===== config.mk =====
export PLATFORM = sky130hd
export DESIGN_NAME = sem_ctrl
export DESIGN_NICKNAME = d
export VERILOG_FILES = /design/src/hdl/sem_pkg.sv /design/src/hdl/sem_ctrl.sv
export SDC_FILE = /design/constraint.sdc
export NUM_CORES = 1
export LEC_CHECK = 0
export BUFFER_PORTS_ARGS = -buffer_cell sky130_fd_sc_hd__buf_2
export CAP_MARGIN = 20
export CORE_AREA = 2 2 39 41
export CTS_CLUSTER_DIAMETER = 100
export DETAILED_ROUTE_END_ITERATION = 12
export DIE_AREA = 0 0 41 43
export PLACE_DENSITY = 0.4
export SLEW_MARGIN = 10
export SYNTH_ARGS = -nofsm -noshare
export SYNTH_HDL_FRONTEND = slang
export SYNTH_SLANG_ARGS = --single-unit
export TNS_END_PERCENT = 1

===== constraint.sdc =====
create_clock -name clk -period 1.3 [get_ports clk]
set_input_delay 0.26 -clock clk [delete_from_list [all_inputs] [get_ports clk]]
set_output_delay 0.26 -clock clk [all_outputs]
set_load 0.005 [all_outputs]

===== src/hdl/sem_pkg.sv =====
// package for the sobel edge magnitude block
// types and sizes shared by controller, datapath and top level
package sem_pkg;
  localparam int DEF_MAX_WIDTH  = 1024;
  localparam int DEF_MAX_HEIGHT = 1024;
  localparam int CFG_W   = 11;
  localparam int COORD_W = 10;
  localparam int PIX_W   = 8;

  localparam logic CFG_IDX_WIDTH  = 1'b0;
  localparam logic CFG_IDX_HEIGHT = 1'b1;

  // controller to datapath commands
  typedef struct packed {
    logic load;    // capture pixel, read line stores
    logic calc;    // window is valid, compute gradient
    logic sq_start;
    logic shift;   // shift window, write line stores
  } sem_cmd_t;

  // datapath to controller status
  typedef struct packed {
    logic sq_done;
  } sem_sts_t;
endpackage


===== src/hdl/sem_ctrl.sv =====
// controller of the sobel edge magnitude block
// sequences load, compute, square root and output; uses sem_pkg
module sem_ctrl (
  input  logic               clk,
  input  logic               rst_n,
  input  logic               in_valid,
  output logic               in_stall,
  output logic               out_valid,
  input  logic               out_stall,
  output sem_pkg::sem_cmd_t  cmd,
  input  sem_pkg::sem_sts_t  sts
);
  import sem_pkg::*;

  localparam logic [2:0] ST_IDLE = 3'd0;
  localparam logic [2:0] ST_READ = 3'd1;
  localparam logic [2:0] ST_CALC = 3'd2;
  localparam logic [2:0] ST_SQRT = 3'd3;
  localparam logic [2:0] ST_OUT  = 3'd4;

  logic [2:0] state_r, state_nxt;
  logic       ovld_r, ovld_nxt;
  logic       acc;

  assign in_stall  = (state_r != ST_IDLE);
  assign acc       = in_valid && !in_stall;
  assign out_valid = ovld_r;

  // next state
  always_comb begin
    state_nxt    = state_r;
    ovld_nxt     = ovld_r;
    cmd          = '0;
    if (ovld_r && !out_stall) ovld_nxt = 1'b0;
    unique case (state_r)
      ST_IDLE: if (acc) begin
        cmd.load  = 1'b1;
        state_nxt = ST_READ;
      end
      ST_READ: state_nxt = ST_CALC;
      ST_CALC: begin
        cmd.calc     = 1'b1;
        cmd.sq_start = 1'b1;
        state_nxt    = ST_SQRT;
      end
      ST_SQRT: if (sts.sq_done) state_nxt = ST_OUT;
      ST_OUT: if (!ovld_r || !out_stall) begin
        cmd.shift = 1'b1;
        ovld_nxt  = 1'b1;
        state_nxt = ST_IDLE;
      end
      default: state_nxt = ST_IDLE;
    endcase
  end

  always_ff @(posedge clk) begin
    if (!rst_n) begin
      state_r <= ST_IDLE;
      ovld_r  <= 1'b0;
    end else begin
      state_r <= state_nxt;
      ovld_r  <= ovld_nxt;
    end
  end

  // a result is only presented from the output state
  a_shift_out: assert property (@(posedge clk) disable iff (!rst_n)
    cmd.shift |=> out_valid) else $error("shift without result");
  a_no_accept_busy: assert property (@(posedge clk) disable iff (!rst_n)
    (state_r == ST_SQRT) |-> in_stall) else $error("accept while busy");
  a_load_read: assert property (@(posedge clk) disable iff (!rst_n)
    cmd.load |=> state_r == ST_READ) else $error("load not followed by read");
endmodule


# Word-level counts from Yosys, hierarchy flattened
# Index checks and enable logic that the tools add are counted.
[word_totals] regBits=4 input_bits=5
[op_classes] n_eq_ne=7 n_mux=12 reduce_logical=9
[op_table] op="$pmux W3 S5" count=1
[op_table] op="$mux W3" count=3
[op_table] op="$mux W1" count=7
[op_table] op="$eq A3 B2 Y1 const B" count=2
[op_table] op="$ne A2 B2 Y1 const B" count=3
[op_table] op="$eq A3 B1 Y1 const B" count=1
[op_table] op="$eq A3 B3 Y1 const B" count=1
[op_table] op="$logic_not A1 Y1" count=3
[op_table] op="$logic_not A3 Y1" count=1
[op_table] op="$reduce_and A3 Y1" count=1
[op_table] op="$reduce_bool A3 Y1" count=1
[op_table] op="$logic_and A1 B1 Y1" count=2
[op_table] op="$mux W2" count=1
[op_table] op="$logic_or A1 B1 Y1" count=1

# Depth between registers and ports, before layout
[logic_depth] word_depth=5 ltp_mapped=2 mapped_depth_nobuf=2

# Worst setup path after synthesis
# OpenSTA, ideal clock, no wires.
[synth_path] path_type="register -> output" from="register state_r[1]" to="output port cmd[0] (netlist bit)" arrival_time_ns=0.877 required_time_ns=1.040 path_slack_ns=0.163 path_stages_with_launch=3 n_path_buf=0 path_cell_list="dfxtp_1 > or3b_4 > a21oi_1"
[synth_rtl] element="from (decl)" line_no="sem_ctrl.sv:21" rtl="logic [2:0] state_r, state_nxt;"
[synth_rtl] element="from (signal assigned)" line_no="sem_ctrl.sv:61" rtl="state_r <= state_nxt;"
[synth_rtl] element="to (decl)" line_no="sem_ctrl.sv:10" rtl="output sem_pkg::sem_cmd_t cmd,"

==> out/metrics.yaml <==
start_kind: "flip-flop"
hold_depth: 3
grt_remaining_overflow: 0
hold_class: "input port to flip-flop"
grt_max_degree: 6
port_buffers: 10
io_pins: 11
grt_use_met1: 0.08626
syn_to_final_growth_pct: 55.83
numCtsBuffers: 3
vias: 227
synth_area_um2: 203.9
synth-seq-cells: 4
synth_warnings: 0
layoutNonFillerInstCount: 55
clock-sinks: 4
antenna_found_initial: 0
status: "finished, violations left"
leakagePower_nw: 0.1575
dieArea_um2: 1763
viasPerCell: 4.127
cts_max_path_buffers: 2
placementRows: 14
cp_max_fo: 5
rsz0062_at_grt: "true"
grt_busiest_layer: "met2"
use_met2: 0.09375
crit_arrival_ns: 1.20
peakVddDrop_uv: 283.2
drtIter0Drc: 2
timing.fmax_mhz: 686.0
layout_setup_ws_ns: -0.1577
seq_area_frac_synth: 0.3926
routed_wl_um: 476
end_kind: "output port"
htree_num_levels: 1
fin_crit_sh: 1.121
cts_tree: "done"
drc: 0
core-area_um2: 1384
drt_first_pass_iters: 2
synth_top_area_frac: 0.3926
num_antenna_cells: 0
postCtsHoldBufs: 0
worstPathRequired_ns: 1.04
violations: "negative setup slack"
synth_cell_types: 17
cap_violations: 0
yosysTopAreaCell: "dfxtp_1"
finClkSkew_ns: 0.004933
clkTransAtPathRegs_ns: 0.04
setup_violations: 3
clock-root-buffer: "clkbuf_4"
dpl_worst_slack_ns: 0.03927
grt_util_all_layers: 0.07816
netlist_instances: 24
first_global_vias: 203
wl_per_cell_um: 8.655
met3_usage: 0.07853
drv_slew: 0
start_util: 0.1474
die_w_um: 41
grt_pass1_wl_um: 855
max-slew-margin-rel: 0.8519
dieHeight_um: 43
synth_nets: 29
synth.area.top_cells: "dfxtp_1 39%, nand2b_1 6.1%, or3b_4 5.5%, a21bo_1 4.9%, a21oi_1 4.9%"
clock_latency_ns: 0.24
period_needed_ns: 1.458
worst_slew_pin_slew_ns: 0.2217
place.gp.congestion: 0.6144
drive_gt1_frac: 0.5385
fin_util: 0.2297
reg2reg_depth: 3
cellPowerDensity_nw_per_um2: 1120
finish.net_count: 46
dp_hpwl_um: 337.5
hold_violations: 0
critPathKind: "flip-flop to output port"
dp.cells: 51
antenna_left: 0
syn_avg_cell_area_um2: 8.498
[Yosys cell counts]
master,number
or3_1,1
dfxtp_1,4
nand3_1,1
inv_1,2
o22ai_1,1
nand4b_1,1
a21bo_1,1
nand2b_1,2
a21oi_1,2
a21oi_2,1
buf_4,1
nand2_1,1
nor3b_1,1
nor3_1,1
nor2_1,2
and3_1,1
or3b_4,1
[metal layers]
layer,vias to the layer above,share of wire
met4,0,0
met2,15,0.39
met1,97,0.46
li1,115,-
met5,-,0
met3,0,0.15
[worst paths after layout]
path | from | slack [ns] | to
setup / recovery | state_r[2] | -0.16 | cmd[0]
hold / removal | in_valid | 0.28 | state_r[0]
setup reg to reg | state_r[2] | 0.22 | state_r[2]
hold reg to reg | out_valid | 0.51 | out_valid
[power breakdown]
group          leakage (nW)  switching, W  internal (W)
sequential           0.0335    0.00000668      0.000131
combinational         0.110     0.0000262     0.0000344
clock                0.0138     0.0000545      0.000104
total                 0.157     0.0000873      0.000269
[state kept, by name, summed over array words and instances, names as in the netlist]
name / cells
out_valid: 1
state_r: 3
[kinds of logic after synthesis]
logic type             count (synthesis)  share of synthesized area
AOI/OAI and AO/OA                      5                     0.1718
buffers and inverters                  3                    0.07365
DFF                                    4                     0.3927
and+or+nand+nor                       12                     0.3620
[critical path, stage by stage, from the launching register on]
cell,delay [ns]
dfxtp_2,0.35
or3b_4,0.39
a21oi_2,0.11
buf_2,0.12
[timing repair]
action / 4_1_cts / 5_1_grt
setup endpoints to repair: 5 / 5
resized for setup: 3 / 0
setup buffers: 1 / 0
pin swaps: 2 / 0
[area by class of cell]
type | count | area, um2
multi-input combinational | 17 | 112.6
inverter | 2 | 7.507
clock buffer | 3 | 22.52
timing repair buffer | 13 | 72.57
tap | 16 | 20.02
fill | 157 | 1066
sequential | 4 | 82.58
[metrics by stage]
stage               hold WS, ns  power [W]  area, um2  setup TNS, ns
finish                   0.2846  0.0003561      317.8        -0.3013
global placement         0.4980  0.0002000      281.5              0
CTS                      0.2803  0.0003652      317.8        -0.3258
floorplan                0.3998  0.0001686      203.9              0
global route             0.2878  0.0003857      317.8        -0.7092
detailed placement       0.4900  0.0001987      281.5              0
[placed cells by master (no fill, tap or decap)]
cell      Yosys  final
nand2_1       1      1
o22ai_1       1      1
dfxtp_1       4      2
inv_1         2      2
a21oi_1       2      1
dfxtp_2       0      2
a21bo_1       1      1
or3b_4        1      1
nor3_1        1      1
a21oi_2       1      2
and3_1        1      1
nor3b_1       1      1
or3_1         1      1
buf_4         1      3
nand4b_1      1      1
nor2_1        2      2
buf_2         0     10
clkbuf_4      0      3
nand2b_1      2      2
nand3_1       1      1
Power figures use the tool's default switching activity.
